`config.mk`:
```
export PLATFORM = sky130hd
export DESIGN_NAME = json_string_unescape_utf8_unit_flat
export DESIGN_NICKNAME = d
export VERILOG_FILES = /design/src/design/jsu_pkg.sv /design/src/design/jsu_if.sv /design/src/design/jsu_decode.sv /design/src/design/jsu_out_buf.sv /design/src/design/json_string_unescape_utf8_unit.sv /design/src/flat_wrapper.sv
export SDC_FILE = /design/constraint.sdc
export NUM_CORES = 1
export LEC_CHECK = 0
export BUFFER_PORTS_ARGS = -buffer_cell sky130_fd_sc_hd__buf_2
export CORE_MARGIN = 2
export CORE_UTILIZATION = 47
export CTS_CLUSTER_DIAMETER = 50
export DETAILED_ROUTE_END_ITERATION = 10
export GPL_ROUTABILITY_DRIVEN = 0
export PLACE_DENSITY = 0.65
export SYNTH_ARGS = -nofsm -noshare
export SYNTH_HDL_FRONTEND = slang
export SYNTH_HIERARCHICAL = 1
export SYNTH_SLANG_ARGS = --single-unit
export TNS_END_PERCENT = 50
```
`constraint.sdc`:
```
create_clock -name clk -period 6.1 [get_ports clk]
set_clock_uncertainty 0.2 [all_clocks]
set_input_delay 0.61 -clock clk [delete_from_list [all_inputs] [get_ports clk]]
set_output_delay 0.61 -clock clk [all_outputs]
set_load 0.02 [all_outputs]
```
`src/design/jsu_pkg.sv`:
```
`timescale 1ns / 1ps
// ----------------------------------------------------------------------------
// jsu_pkg
// Shared types and codes for the JSON string unescape / UTF-8 unit.
// ----------------------------------------------------------------------------
package jsu_pkg;

    // Result kinds
    localparam logic [1:0] KIND_BYTE   = 2'd0;
    localparam logic [1:0] KIND_CLOSED = 2'd1;
    localparam logic [1:0] KIND_ERROR  = 2'd2;

    // Error codes
    localparam logic [1:0] ERR_UNTERMINATED = 2'd0;
    localparam logic [1:0] ERR_INCOMPLETE   = 2'd1;
    localparam logic [1:0] ERR_ILLEGAL      = 2'd2;
    localparam logic [1:0] ERR_BAD_UNICODE  = 2'd3;

    // Most result words one input word can produce
    localparam int RES_MAX = 6;

    typedef enum logic [2:0] {
        MODE_PLAIN   = 3'd0,
        MODE_ESC     = 3'd1,
        MODE_HEX1    = 3'd2,
        MODE_HIGH    = 3'd3,
        MODE_HIGH_BS = 3'd4,
        MODE_HEX2    = 3'd5
    } mode_t;

    typedef struct packed {
        logic [7:0] out_byte;
        logic [1:0] kind;
        logic [1:0] error_code;
    } res_t;

    // Batch of results from one input word
    typedef struct packed {
        logic [2:0]                cnt;
        res_t [RES_MAX-1:0]        ent;
    } res_batch_t;

endpackage

```
`src/design/jsu_if.sv`:
```
`timescale 1ns / 1ps
// ----------------------------------------------------------------------------
// jsu_if
// Valid/ready channels: raw text words in, decoded result words out.
// ----------------------------------------------------------------------------
interface jsu_in_if;
    logic       valid;
    logic       ready;
    logic [7:0] in_byte;
    logic       text_end;

    modport source (output valid, output in_byte, output text_end, input ready);
    modport sink   (input valid, input in_byte, input text_end, output ready);
endinterface

interface jsu_out_if;
    logic       valid;
    logic       ready;
    logic [7:0] out_byte;
    logic [1:0] kind;
    logic [1:0] error_code;
    logic       last;

    modport source (output valid, output out_byte, output kind, output error_code,
                    output last, input ready);
    modport sink   (input valid, input out_byte, input kind, input error_code,
                    input last, output ready);
endinterface

```
`src/design/jsu_decode.sv`:
```
`timescale 1ns / 1ps
// ----------------------------------------------------------------------------
// jsu_decode
// Escape decoder state and one-word decode step; produces a result batch.
// ----------------------------------------------------------------------------
module jsu_decode (
    input  logic                clk,
    input  logic                rst_n,
    input  logic                take,
    input  logic [7:0]          in_byte,
    input  logic                text_end,
    output jsu_pkg::res_batch_t batch
);
    import jsu_pkg::*;

    localparam logic [7:0] CH_QUOTE = 8'h22;
    localparam logic [7:0] CH_BSL   = 8'h5C;
    localparam logic [7:0] CH_SLASH = 8'h2F;
    localparam logic [7:0] CH_B     = 8'h62;
    localparam logic [7:0] CH_F     = 8'h66;
    localparam logic [7:0] CH_N     = 8'h6E;
    localparam logic [7:0] CH_R     = 8'h72;
    localparam logic [7:0] CH_T     = 8'h74;
    localparam logic [7:0] CH_U     = 8'h75;

    typedef struct packed {
        logic [2:0]      cnt;
        logic [3:0][7:0] b;
    } u8_t;

    function automatic u8_t utf8(input logic [20:0] cp);
        u8_t r;
        r = '0;
        if (cp < 21'h80) begin
            r.cnt  = 3'd1;
            r.b[0] = {1'b0, cp[6:0]};
        end
        else if (cp < 21'h800) begin
            r.cnt  = 3'd2;
            r.b[0] = {3'b110, cp[10:6]};
            r.b[1] = {2'b10, cp[5:0]};
        end
        else if (cp < 21'h10000) begin
            r.cnt  = 3'd3;
            r.b[0] = {4'b1110, cp[15:12]};
            r.b[1] = {2'b10, cp[11:6]};
            r.b[2] = {2'b10, cp[5:0]};
        end
        else begin
            r.cnt  = 3'd4;
            r.b[0] = {5'b11110, cp[20:18]};
            r.b[1] = {2'b10, cp[17:12]};
            r.b[2] = {2'b10, cp[11:6]};
            r.b[3] = {2'b10, cp[5:0]};
        end
        return r;
    endfunction

    function automatic res_t mk(input logic [1:0] k, input logic [7:0] b,
                                input logic [1:0] e);
        res_t r;
        r.out_byte   = b;
        r.kind       = k;
        r.error_code = e;
        return r;
    endfunction

    // State: pending high surrogate kept as its low 10 bits (top is 110110)
    mode_t       mode_reg,  mode_next;
    logic [11:0] accum_reg, accum_next;
    logic [1:0]  count_reg, count_next;
    logic [9:0]  pend_reg,  pend_next;

    logic        hex_ok;
    logic [3:0]  hex_d;
    logic        esc_ok;
    logic [7:0]  esc_val;
    logic [15:0] v;
    logic        v_high;
    logic        v_low;
    u8_t         u8_v;
    u8_t         u8_pair;
    logic        emit_a;
    logic [2:0]  b_cnt;
    res_t [3:0]  b_ent;
    res_t [2:0]  a_ent;

    always_comb
    begin
        hex_ok = 1'b1;
        hex_d  = '0;
        if (in_byte >= 8'h30 && in_byte <= 8'h39)
            hex_d = 4'(in_byte - 8'h30);
        else if (in_byte >= 8'h61 && in_byte <= 8'h66)
            hex_d = 4'(in_byte - 8'h57);
        else if (in_byte >= 8'h41 && in_byte <= 8'h46)
            hex_d = 4'(in_byte - 8'h37);
        else
            hex_ok = 1'b0;
        if (text_end)
            hex_ok = 1'b0;
    end

    always_comb
    begin
        esc_ok  = 1'b1;
        esc_val = '0;
        case (in_byte)
            CH_QUOTE: esc_val = CH_QUOTE;
            CH_BSL:   esc_val = CH_BSL;
            CH_SLASH: esc_val = CH_SLASH;
            CH_B:     esc_val = 8'h08;
            CH_F:     esc_val = 8'h0C;
            CH_N:     esc_val = 8'h0A;
            CH_R:     esc_val = 8'h0D;
            CH_T:     esc_val = 8'h09;
            default:  esc_ok  = 1'b0;
        endcase
    end

    assign v       = {accum_reg, hex_d};
    assign v_high  = (v[15:10] == 6'b110110);
    assign v_low   = (v[15:10] == 6'b110111);
    assign u8_v    = utf8({5'd0, v});
    assign u8_pair = utf8(21'h10000 + {1'b0, pend_reg, v[9:0]});

    // Pending high surrogate as 3-byte UTF-8
    assign a_ent[0] = mk(KIND_BYTE, {4'b1110, 4'hD}, ERR_UNTERMINATED);
    assign a_ent[1] = mk(KIND_BYTE, {4'b1010, pend_reg[9:6]}, ERR_UNTERMINATED);
    assign a_ent[2] = mk(KIND_BYTE, {2'b10, pend_reg[5:0]}, ERR_UNTERMINATED);

    always_comb
    begin
        mode_next  = mode_reg;
        accum_next = accum_reg;
        count_next = count_reg;
        pend_next  = pend_reg;
        emit_a     = 1'b0;
        b_cnt      = '0;
        b_ent      = '0;

        unique case (mode_reg)
            MODE_ESC, MODE_HIGH_BS:
            begin
                if (mode_reg == MODE_HIGH_BS && !(text_end == 1'b0 && in_byte == CH_U))
                    emit_a = 1'b1;
                pend_next = '0;
                if (text_end) begin
                    b_cnt    = 3'd1;
                    b_ent[0] = mk(KIND_ERROR, 8'd0, ERR_INCOMPLETE);
                    mode_next  = MODE_PLAIN;
                    accum_next = '0;
                    count_next = '0;
                end
                else if (in_byte == CH_U) begin
                    accum_next = '0;
                    count_next = '0;
                    pend_next  = pend_reg;
                    mode_next  = (mode_reg == MODE_HIGH_BS) ? MODE_HEX2 : MODE_HEX1;
                end
                else if (esc_ok) begin
                    b_cnt     = 3'd1;
                    b_ent[0]  = mk(KIND_BYTE, esc_val, ERR_UNTERMINATED);
                    mode_next = MODE_PLAIN;
                end
                else begin
                    b_cnt    = 3'd1;
                    b_ent[0] = mk(KIND_ERROR, 8'd0, ERR_ILLEGAL);
                    mode_next  = MODE_PLAIN;
                    accum_next = '0;
                    count_next = '0;
                end
            end
            MODE_HEX1, MODE_HEX2:
            begin
                if (!hex_ok) begin
                    emit_a     = (mode_reg == MODE_HEX2);
                    b_cnt      = 3'd1;
                    b_ent[0]   = mk(KIND_ERROR, 8'd0, ERR_BAD_UNICODE);
                    mode_next  = MODE_PLAIN;
                    accum_next = '0;
                    count_next = '0;
                    pend_next  = '0;
                end
                else if (count_reg != 2'd3) begin
                    accum_next = v[11:0];
                    count_next = count_reg + 2'd1;
                end
                else if (mode_reg == MODE_HEX2 && v_low) begin
                    b_cnt = u8_pair.cnt;
                    for (int i = 0; i < 4; i++)
                        b_ent[i] = mk(KIND_BYTE, u8_pair.b[i], ERR_UNTERMINATED);
                    mode_next  = MODE_PLAIN;
                    accum_next = '0;
                    count_next = '0;
                    pend_next  = '0;
                end
                else begin
                    // Fresh code; an unpaired high goes out first
                    emit_a     = (mode_reg == MODE_HEX2);
                    accum_next = '0;
                    count_next = '0;
                    if (v_high) begin
                        pend_next = v[9:0];
                        mode_next = MODE_HIGH;
                    end
                    else begin
                        pend_next = '0;
                        b_cnt     = u8_v.cnt;
                        for (int i = 0; i < 4; i++)
                            b_ent[i] = mk(KIND_BYTE, u8_v.b[i], ERR_UNTERMINATED);
                        mode_next = MODE_PLAIN;
                    end
                end
            end
            default:
            begin
                // Plain text, and waiting-high which behaves the same once flushed
                if (mode_reg == MODE_HIGH && !(text_end == 1'b0 && in_byte == CH_BSL))
                    emit_a = 1'b1;
                if (text_end) begin
                    b_cnt      = 3'd1;
                    b_ent[0]   = mk(KIND_ERROR, 8'd0, ERR_UNTERMINATED);
                    mode_next  = MODE_PLAIN;
                    accum_next = '0;
                    count_next = '0;
                    pend_next  = '0;
                end
                else if (in_byte == CH_BSL) begin
                    mode_next = (mode_reg == MODE_HIGH) ? MODE_HIGH_BS : MODE_ESC;
                end
                else if (in_byte == CH_QUOTE) begin
                    b_cnt      = 3'd1;
                    b_ent[0]   = mk(KIND_CLOSED, 8'd0, ERR_UNTERMINATED);
                    mode_next  = MODE_PLAIN;
                    accum_next = '0;
                    count_next = '0;
                    pend_next  = '0;
                end
                else begin
                    b_cnt     = 3'd1;
                    b_ent[0]  = mk(KIND_BYTE, in_byte, ERR_UNTERMINATED);
                    mode_next = MODE_PLAIN;
                    pend_next = '0;
                end
            end
        endcase
    end

    // Concatenate flushed high surrogate and main results
    always_comb
    begin
        logic [2:0] off;
        logic [2:0] j;
        off       = emit_a ? 3'd3 : 3'd0;
        batch.cnt = off + b_cnt;
        for (int i = 0; i < RES_MAX; i++) begin
            j = 3'(i) - off;
            if (emit_a && i < 3)
                batch.ent[i] = a_ent[i];
            else if (j < 3'd4)
                batch.ent[i] = b_ent[j[1:0]];
            else
                batch.ent[i] = '0;
        end
    end

    always_ff @(posedge clk or negedge rst_n)
    begin
        if (!rst_n) begin
            mode_reg  <= MODE_PLAIN;
            accum_reg <= '0;
            count_reg <= '0;
            pend_reg  <= '0;
        end
        else if (take) begin
            mode_reg  <= mode_next;
            accum_reg <= accum_next;
            count_reg <= count_next;
            pend_reg  <= pend_next;
        end
    end

endmodule

```
`src/design/jsu_out_buf.sv`:
```
`timescale 1ns / 1ps
// ----------------------------------------------------------------------------
// jsu_out_buf
// Result register: holds one batch and sends its words one per cycle while res.ready is high.
// ----------------------------------------------------------------------------
module jsu_out_buf (
    input  logic                clk,
    input  logic                rst_n,
    input  logic                load,
    input  jsu_pkg::res_batch_t batch,
    output logic                free,
    jsu_out_if.source           res
);
    import jsu_pkg::*;

    res_t [RES_MAX-1:0] ent_reg;
    logic [2:0]         cnt_reg, cnt_next;
    logic [2:0]         idx_reg, idx_next;
    logic               fire;

    assign res.valid      = (idx_reg != cnt_reg);
    assign fire           = res.valid && res.ready;
    assign free           = !res.valid || (fire && (idx_reg + 3'd1 == cnt_reg));
    assign res.out_byte   = ent_reg[idx_reg].out_byte;
    assign res.kind       = ent_reg[idx_reg].kind;
    assign res.error_code = ent_reg[idx_reg].error_code;
    assign res.last       = (idx_reg + 3'd1 == cnt_reg);

    always_comb
    begin
        cnt_next = cnt_reg;
        idx_next = idx_reg;
        if (load) begin
            cnt_next = batch.cnt;
            idx_next = '0;
        end
        else if (fire) begin
            idx_next = idx_reg + 3'd1;
        end
    end

    always_ff @(posedge clk or negedge rst_n)
    begin
        if (!rst_n) begin
            cnt_reg <= '0;
            idx_reg <= '0;
        end
        else begin
            cnt_reg <= cnt_next;
            idx_reg <= idx_next;
        end
    end

    always_ff @(posedge clk)
    begin
        if (load)
            ent_reg <= batch.ent;
    end

endmodule

```
`src/design/json_string_unescape_utf8_unit.sv`:
```
`timescale 1ns / 1ps
// ----------------------------------------------------------------------------
// json_string_unescape_utf8_unit
// Decodes a JSON string body to UTF-8 bytes, closed mark or error.
// ----------------------------------------------------------------------------
//  Channel   Dir  Word fields                          Role
//  text      in   in_byte[7:0], text_end               raw body bytes / end mark
//  decoded   out  out_byte[7:0], kind[1:0],            decoded bytes, closed,
//                 error_code[1:0], last                errors
//
//  Cycles: one input word per cycle while it yields at most one result word
//  and the output is ready. A word that yields n results (up to 6, e.g. a
//  flushed high surrogate plus a 3-byte code) holds the input until the result
//  register, which drains one word per cycle when not stalled, has sent them;
//  the next word is taken in the cycle the last result leaves.
//  Reset: rst_n (async, low) returns to plain text with nothing pending.
//  Stalls: output backpressure only; no bubbles between batches.
// ----------------------------------------------------------------------------
module json_string_unescape_utf8_unit (
    input  logic       clk,
    input  logic       rst_n,
    jsu_in_if.sink     text,
    jsu_out_if.source  decoded
);
    import jsu_pkg::*;

    res_batch_t batch;
    logic       take;
    logic       free;

    // Input taken whenever the result register is empty or finishing
    assign text.ready = free;
    assign take       = text.valid && text.ready;

    // Escape / surrogate state and one-word decode
    jsu_decode u_decode (
        .clk      (clk),
        .rst_n    (rst_n),
        .take     (take),
        .in_byte  (text.in_byte),
        .text_end (text.text_end),
        .batch    (batch)
    );

    // Result register and serializer
    jsu_out_buf u_out_buf (
        .clk   (clk),
        .rst_n (rst_n),
        .load  (take),
        .batch (batch),
        .free  (free),
        .res   (decoded)
    );

`ifndef SYNTHESIS
    // A word with results shows a result next cycle
    assert property (@(posedge clk) disable iff (!rst_n)
        take && (batch.cnt != 3'd0) |=> decoded.valid)
        else $error("result missing after accepted word");

    // Closed and error words always end their batch
    assert property (@(posedge clk) disable iff (!rst_n)
        decoded.valid && (decoded.kind != KIND_BYTE) |-> decoded.last)
        else $error("closed/error word not last");

    // Empty result register never blocks input
    assert property (@(posedge clk) disable iff (!rst_n)
        !decoded.valid |-> text.ready)
        else $error("input stalled with empty result register");
`endif

endmodule

```
`src/flat_wrapper.sv`:
```
// flat-port wrapper written by rule: the top's interface ports become plain ports
module json_string_unescape_utf8_unit_flat import jsu_pkg::*;
  (clk, rst_n, text_valid, text_in_byte, text_text_end, text_ready, decoded_valid, decoded_out_byte, decoded_kind, decoded_error_code, decoded_last, decoded_ready);
  jsu_in_if text_i ();
  jsu_out_if decoded_i ();
  input  logic clk;
  input  logic rst_n;
  input wire logic [$bits(text_i.valid)-1:0] text_valid;
  input wire logic [$bits(text_i.in_byte)-1:0] text_in_byte;
  input wire logic [$bits(text_i.text_end)-1:0] text_text_end;
  output wire logic [$bits(text_i.ready)-1:0] text_ready;
  output wire logic [$bits(decoded_i.valid)-1:0] decoded_valid;
  output wire logic [$bits(decoded_i.out_byte)-1:0] decoded_out_byte;
  output wire logic [$bits(decoded_i.kind)-1:0] decoded_kind;
  output wire logic [$bits(decoded_i.error_code)-1:0] decoded_error_code;
  output wire logic [$bits(decoded_i.last)-1:0] decoded_last;
  input wire logic [$bits(decoded_i.ready)-1:0] decoded_ready;
  assign text_i.valid = text_valid;
  assign text_i.in_byte = text_in_byte;
  assign text_i.text_end = text_text_end;
  assign text_ready = text_i.ready;
  assign decoded_valid = decoded_i.valid;
  assign decoded_out_byte = decoded_i.out_byte;
  assign decoded_kind = decoded_i.kind;
  assign decoded_error_code = decoded_i.error_code;
  assign decoded_last = decoded_i.last;
  assign decoded_i.ready = decoded_ready;
  json_string_unescape_utf8_unit u_core (.clk(clk), .rst_n(rst_n), .text(text_i), .decoded(decoded_i));
endmodule
```
==> run summary, run 1 <==
top cell type's share of synthesized area -> 31.52%
Comb power frac -> 38.7%
Power Density -> 377.5 mW/mm²
WL per Instance -> 19.74 µm
dominant synthesized flop cell -> edfxtp_1
sequential share of power -> 40.4%
outcome -> completed
Worst-Margin Slew -> 1.025 ns
DR vias -> 5339
vias in the first global route -> 5124
Total Routed Length -> 16.99 mm
#FFs+latches synth -> 105
Root Driver -> clkbuf_16
RSZ-0062 raised after global routing -> no
setup repair bufs after CTS -> 0
WP data required -> 6.14 ns
Synth area leaders -> edfxtp_1 (32%), dfrtp_1 (12%), mux2i_1 (3.6%), nand2_1 (3.4%), nor2_1 (3.3%)
Max VDD drop -> 0.1674 mV
Final Max Tran Viols -> 0
max capacitance violation total -> 0
synth unique cells -> 93
Finish-stage setup viols -> 0
drt via density -> 6.201
initial antenna violation count -> 0
FMAX -> 249.7 MHz
GRT overflow -> 0
Post-synth EDFFs -> 72
Lkg Pwr -> 2.750 nW
final hold violation count -> 0
Worst Setup SP -> u_core/u_decode/pend_reg[6]$_DFFE_PN0P_
Initial Util -> 47.74%
Reg2Reg Capture Point -> u_core/u_out_buf/cnt_reg[1]$_DFFE_PN0P_
area leader, netlist -> edfxtp_1
CTS tree -> done
TritonCTS buffer count -> 9
Post-Syn Area per Cell -> 10.18 µm²
worst hold path type -> primary input to async pin
Pint -> 1.704 mW
clock power share -> 20.9%
final period utilization -> 65.65%
Cell Area, Synth -> 0.006860 mm²
sequential share of the synthesized area -> 43.55%
residual DRC count -> 0
Layout area overhead -> 5.854%
pin count of the biggest net entering global routing -> 64
setup_tns -> 0 ns
Rel. slew slack -> 31.02%
post-synthesis async set-or-reset flop share -> 31.43%
CTS clk-pin slew, worst paths -> 0.07 ns
fillers -> 1341
Hold-fix buffers, CTS -> 0
Buffers on Ports -> 27
Critical Path Fanout Max -> 10
core footprint -> 0.01437 mm²
Final nets -> 694
CP endpoint kind -> flip-flop
max reg flops -> 72
Chip Height -> 124.8 µm
FF-to-FF setup slack -> 2.10 ns
H-Tree Depth -> 3
cell row count -> 44
diodes inserted -> 0
Final HPWL DP -> 12.43 mm
reg-to-reg startpoint -> u_core/u_decode/pend_reg[6]$_DFFE_PN0P_
DIE WIDTH -> 124.8 µm
layout cell share with drive strength beyond 1 -> 13.88%
Synth Warn # -> 6
WS Path Type -> flip-flop to flip-flop
die area -> 0.01558 mm²
Startpoint Class -> flip-flop
CTS resizes -> 0
R2R depth -> 8
Final Critical Period -> 4.004 ns
DRT iter0 DRCs -> 816
clock sinks -> 105
worst path arrival time -> 4.04 ns
Routed Antenna Nets -> 0
Net Sw Frac -> 37.84%
IO Pins -> 28
router iterations before antenna repair -> 7
first-pass GRT wire length -> 27.63 mm
crit path capture -> u_core/u_out_buf/cnt_reg[1]$_DFFE_PN0P_
clock latency on the worst-skew pair -> 0.35 ns
Mapped Cells -> 674
NetSw -> 1.037 mW
deepest clock path buffer count -> 2
PnR Total Power -> 2.742 mW
Total GRT Usage -> 22.30%
==> stage by stage <==
stage	hold WS (ns)	worst slack [ns]	cell area [µm²]	utilization [%]	instances
2_1_floorplan	0.1144	1.146	6932	-	693
3_3_place_gp	0.2925	2.034	6965	48.48	845
3_5_place_dp	0.3188	1.903	6965	48.48	845
4_1_cts	0.1434	2.210	7262	50.54	861
5_1_grt	0.1742	2.011	7262	50.54	861
6_report	0.1329	2.096	7262	50.54	861
==> power by group through the flow <==
stage                     registers (mW)  logic [mW]  clock network, mW
after detailed placement            1.12        1.06                  0
after global placement              1.11        1.05                  0
final                               1.11        1.06              0.573
after global routing                1.13        1.16              0.623
after CTS                           1.11        1.06              0.594
after floorplan                     1.03       0.898                  0
==> per-layer routing <==
metal	GRT usage, %	up-vias	wire (µm)
met3	3.823	52	1147
met5	0	-	0
li1	-	2498	-
met4	11.83	0	708
met2	33.24	239	7600
met1	31.22	2550	7538
==> critical path: stages, from the launching register on <==
cell and delay, ns:
dfrtp_1 0.50, ha_1 0.38, or2_2 0.34, nor4_1 0.88
o2111ai_1 0.25, a31oi_1 0.40, ha_1 0.24, fa_1 0.42
mux2_2 0.27
==> synth_stat cells (all sizes together), types with 4 or more instances <==
cell type	number
or3	5
a221oi	5
nand3	15
nor2	61
nor3	17
nor3b	6
o211ai	4
o22ai	17
nand2b	8
dfrtp	33
nor4b	4
a2111oi	5
a211oi	5
a31oi	6
and3	5
xor2	4
mux2	14
a21o	6
clkbuf	24
mux2i	25
mux4	12
inv	34
nand4	5
ha	8
nor4	15
and2	7
a22o	9
o21ai	23
nand2	63
xnor2	5
a21oi	28
edfxtp	72
or4	5
or2	7
buf	42
==> cell type report <==
class	instances	area, µm²	area share [%]
timing repair buffer	34	187.7	2.584
clock buffer	10	229.0	3.153
clock inverter	6	67.56	0.9304
inverter	34	127.6	1.757
multi-input combinational	488	3432	47.26
tap	184	230.2	3.170
sequential	105	2988	41.14
==> cells in the final DEF (no fill, tap or decap), drive strengths merged, types with 4 or more instances in the layout <==
cell type	Yosys	layout
a2111oi	5	5
a211oi	5	5
a21o	6	6
a21oi	28	28
a221oi	5	5
a22o	9	9
a31oi	6	6
and2	7	7
and3	5	5
buf	42	34
clkbuf	24	10
clkinv	0	4
conb	1	20
dfrtp	33	33
edfxtp	72	72
ha	8	8
inv	34	35
mux2	14	14
mux2i	25	25
mux4	12	12
nand2	63	63
nand2b	8	8
nand3	15	15
nand4	5	5
nor2	61	61
nor3	17	17
nor3b	6	6
nor4	15	15
nor4b	4	4
o211ai	4	4
o21ai	23	23
o22ai	17	17
or2	7	7
or3	5	5
or4	5	5
xnor2	5	5
xor2	4	4
==> worst min-delay path by stage <==
stage | endpoint | slack, ns | start | cells after the start
6_report | u_core/u_out_buf/idx_reg[2]$_DFFE_PN0P_ | 0.13 | rst_n | 1
3_5_place_dp | u_core/u_decode/count_reg[1]$_DFFE_PN0P_ | 0.32 | u_core/u_decode/count_reg[1]$_DFFE_PN0P_ | 1
5_1_grt | u_core/u_out_buf/idx_reg[0]$_DFFE_PN0P_ | 0.17 | rst_n | 1
4_1_cts | u_core/u_out_buf/idx_reg[2]$_DFFE_PN0P_ | 0.14 | rst_n | 1
2_1_floorplan | u_core/u_decode/accum_reg[0]$_DFFE_PN0P_ | 0.11 | rst_n | 0
3_3_place_gp | u_core/u_decode/count_reg[1]$_DFFE_PN0P_ | 0.29 | u_core/u_decode/count_reg[1]$_DFFE_PN0P_ | 1
==> cells by family (layout without fill, tap and decap cells) <==
logic type / Yosys count / in the layout / synth area share, %
xor+xnor: 10 / 10 / 1.860
flops: 105 / 105 / 43.55
mux: 51 / 51 / 10.21
buf+inv: 100 / 84 / 7.496
fa+ha+maj: 9 / 9 / 1.751
compound gates: 158 / 158 / 16.78
other cells: 1 / 20 / 0.05466
simple gates: 240 / 240 / 18.29
(Power assumes the default switching activity.)
==> run 2: changes to the inputs <==
--- a/config.mk
+++ b/config.mk
@@ -11,7 +11,7 @@
 export CTS_CLUSTER_DIAMETER = 50
 export DETAILED_ROUTE_END_ITERATION = 10
 export GPL_ROUTABILITY_DRIVEN = 0
-export PLACE_DENSITY = 0.65
+export PLACE_DENSITY = 0.68
 export SYNTH_ARGS = -nofsm -noshare
 export SYNTH_HDL_FRONTEND = slang
 export SYNTH_HIERARCHICAL = 1
==> constraint.sdc (replaced) <==
create_clock -name clk -period 3.3 [get_ports clk]
set_clock_uncertainty 0.2 [all_clocks]
set_input_delay 0.33 -clock clk [delete_from_list [all_inputs] [get_ports clk]]
set_output_delay 0.33 -clock clk [all_outputs]
set_load 0.02 [all_outputs]
==> run 2 against run 1 <==
- largest power group is now combinational cells
- worst setup slack worse by 2.0 ns
- power rose by 90%
- sequential share of layout area is 1.8 points lower
- wire length grew 3.3%
- die area stayed put
- register-to-register slack worse by 2.0 ns
==> run summary, run 2 (synthesized netlist as in run 1, its figures left out) <==
deepest clock path buffer count -> 2 (unchanged)
DR vias -> 5581 (+4.5%)
residual DRC count -> 0 (unchanged)
layout cell share with drive strength beyond 1 -> 19.30% (+5.4 points)
DIE WIDTH -> 124.8 µm (unchanged)
DRT iter0 DRCs -> 911 (+12%)
CP endpoint kind -> flip-flop
Total GRT Usage -> 22.92% (+0.62 points)
first-pass GRT wire length -> 28.21 mm (+2.1%)
TritonCTS buffer count -> 9 (unchanged)
worst path arrival time -> 3.20 ns (-0.84 ns)
Root Driver -> clkbuf_16
Power Density -> 686.2 mW/mm² (+82%)
Final Instance Area -> 0.007591 mm² (+4.5%)
Final nets -> 732 (+5.5%)
Final Max Tran Viols -> 0 (unchanged)
max capacitance violation total -> 0 (unchanged)
IO Pins -> 28 (unchanged)
Startpoint Class -> flip-flop
Chip Height -> 124.8 µm (unchanged)
Layout area overhead -> 10.65%
final period utilization -> 95.68% (+30 points)
CTS clk-pin slew, worst paths -> 0.08 ns (about the same)
Critical Path Fanout Max -> 6 (-4)
PnR Total Power -> 5.209 mW (+90%)
Rel. slew slack -> 44.43% (+13 points)
WP data required -> 3.35 ns (-2.79 ns)
pin count of the biggest net entering global routing -> 55 (-14%)
CTS tree -> done
diodes inserted -> 0 (unchanged)
Initial Util -> 47.74% (unchanged)
GRT overflow -> 0 (unchanged)
Lkg Pwr -> 2.942 nW (+7.0%)
post-place setup slack -> -0.02617 ns (-1.929 ns)
Worst-Margin Slew -> 0.8335 ns (-0.1917 ns)
clock latency on the worst-skew pair -> 0.36 ns (about the same)
cell row count -> 44 (unchanged)
worst hold margin -> 0.09264 ns (-0.04027 ns)
initial antenna violation count -> 0 (unchanged)
Buffers on Ports -> 27 (unchanged)
Final Util -> 52.83% (+2.3 points)
setup repair bufs after CTS -> 0 (unchanged)
Max VDD drop -> 0.3290 mV (+96%)
WL per Instance -> 19.52 µm (-1.1%)
outcome -> completed
most frequent cells in the layout -> edfxtp_1 (72), nand2_1 (61), nor2_1 (60)
final hold violation count -> 0 (unchanged)
die area -> 0.01558 mm² (unchanged)
Final Critical Period -> 3.157 ns (-0.8470 ns)
worst hold path type -> primary input to flip-flop
RSZ-0062 raised after global routing -> no
WS Path Type -> flip-flop to flip-flop
Placed Area -> 0.007279 mm² (+4.5%)
Total Routed Length -> 17.55 mm (+3.3%)
Finish-stage setup viols -> 0 (unchanged)
core footprint -> 0.01437 mm² (unchanged)
vias in the first global route -> 5200 (+1.5%)
commonest non-fill, non-tap cell in the layout -> edfxtp_1
Final HPWL DP -> 12.83 mm (+3.2%)
H-Tree Depth -> 3 (unchanged)
drt via density -> 6.208 (+0.11%)
FMAX -> 316.7 MHz (+27%)
fillers -> 1241 (-7.5%)
router iterations before antenna repair -> 5 (-2)
max reg flops -> 72 (unchanged)
fin worst setup slack -> 0.1425 ns (-1.953 ns)
Routed Antenna Nets -> 0 (unchanged)
clock sinks -> 105 (unchanged)
[run 2: area by class of cell]
type	instances	area, µm²	share of cell area (%)
clock buffer	9	225.2	2.967
clock inverter	7	70.07	0.9230
inverter	34	127.6	1.681
multi-input combinational	488	3462	45.61
sequential	105	2988	39.36
tap	184	230.2	3.033
timing repair buffer	72	488.0	6.428
[run 2: worst max-delay path, cell delays in order, from the launching register on]
cell	delay, ns
dfrtp_1	0.44
ha_1	0.24
or3b_2	0.47
a21oi_1	0.23
a21o_1	0.18
o2111ai_1	0.13
a31oi_1	0.24
ha_1	0.21
fa_1	0.44
mux2_2	0.27
[run 2: path summary, 6_finish.rpt]
path                                                          start                                  endpoint  slack (ns)  cells after the start
setup reg to reg            u_core/u_decode/pend_reg[7]$_DFFE_PN0P_   u_core/u_out_buf/cnt_reg[1]$_DFFE_PN0P_        0.14                      9
hold / removal                                        decoded_ready   u_core/u_out_buf/idx_reg[0]$_DFFE_PN0P_        0.09                      2
hold reg to reg            u_core/u_decode/count_reg[1]$_DFFE_PN0P_  u_core/u_decode/count_reg[1]$_DFFE_PN0P_        0.32                      1
max in group asynchronous                                     rst_n   u_core/u_out_buf/cnt_reg[1]$_DFFE_PN0P_        1.96                      2
min in group asynchronous                                     rst_n   u_core/u_out_buf/idx_reg[2]$_DFFE_PN0P_        0.39                      2
setup / recovery            u_core/u_decode/pend_reg[7]$_DFFE_PN0P_   u_core/u_out_buf/cnt_reg[1]$_DFFE_PN0P_        0.14                      9
[run 2: stage by stage]
stage	TNS [ns]	std cells
floorplan	0	693
global placement	0	882
detailed placement	-0.02617	882
CTS	0	899
global route	0	899
finish	0	899
[run 2: what timing repair did]
| action | in CTS | in global routing |
|---|---|---|
| hold buffers | 1 | 0 |
| setup endpoints to repair | 0 | 1 |
| resized for setup | 0 | 1 |
| hold endpoints to repair | 33 | 0 |
[run 2: routing by layer]
metal | part of all wire, % | vias up | global-route usage [%]
met5 | 0 | - | 0
met1 | 42 | 2634 | 32.17
met3 | 9.0 | 70 | 4.338
met4 | 5.1 | 0 | 10.52
met2 | 44 | 307 | 34.55
li1 | - | 2570 | -
[run 2: where the power goes]
part / internal [mW] / leakage [nW] / switching, mW / total [mW]
registers: 1.79 / 1.12 / 0.158 / 1.95
clock network: 0.533 / 0.142 / 0.525 / 1.06
logic: 0.872 / 1.68 / 1.33 / 2.20
total: 3.20 / 2.94 / 2.01 / 5.21
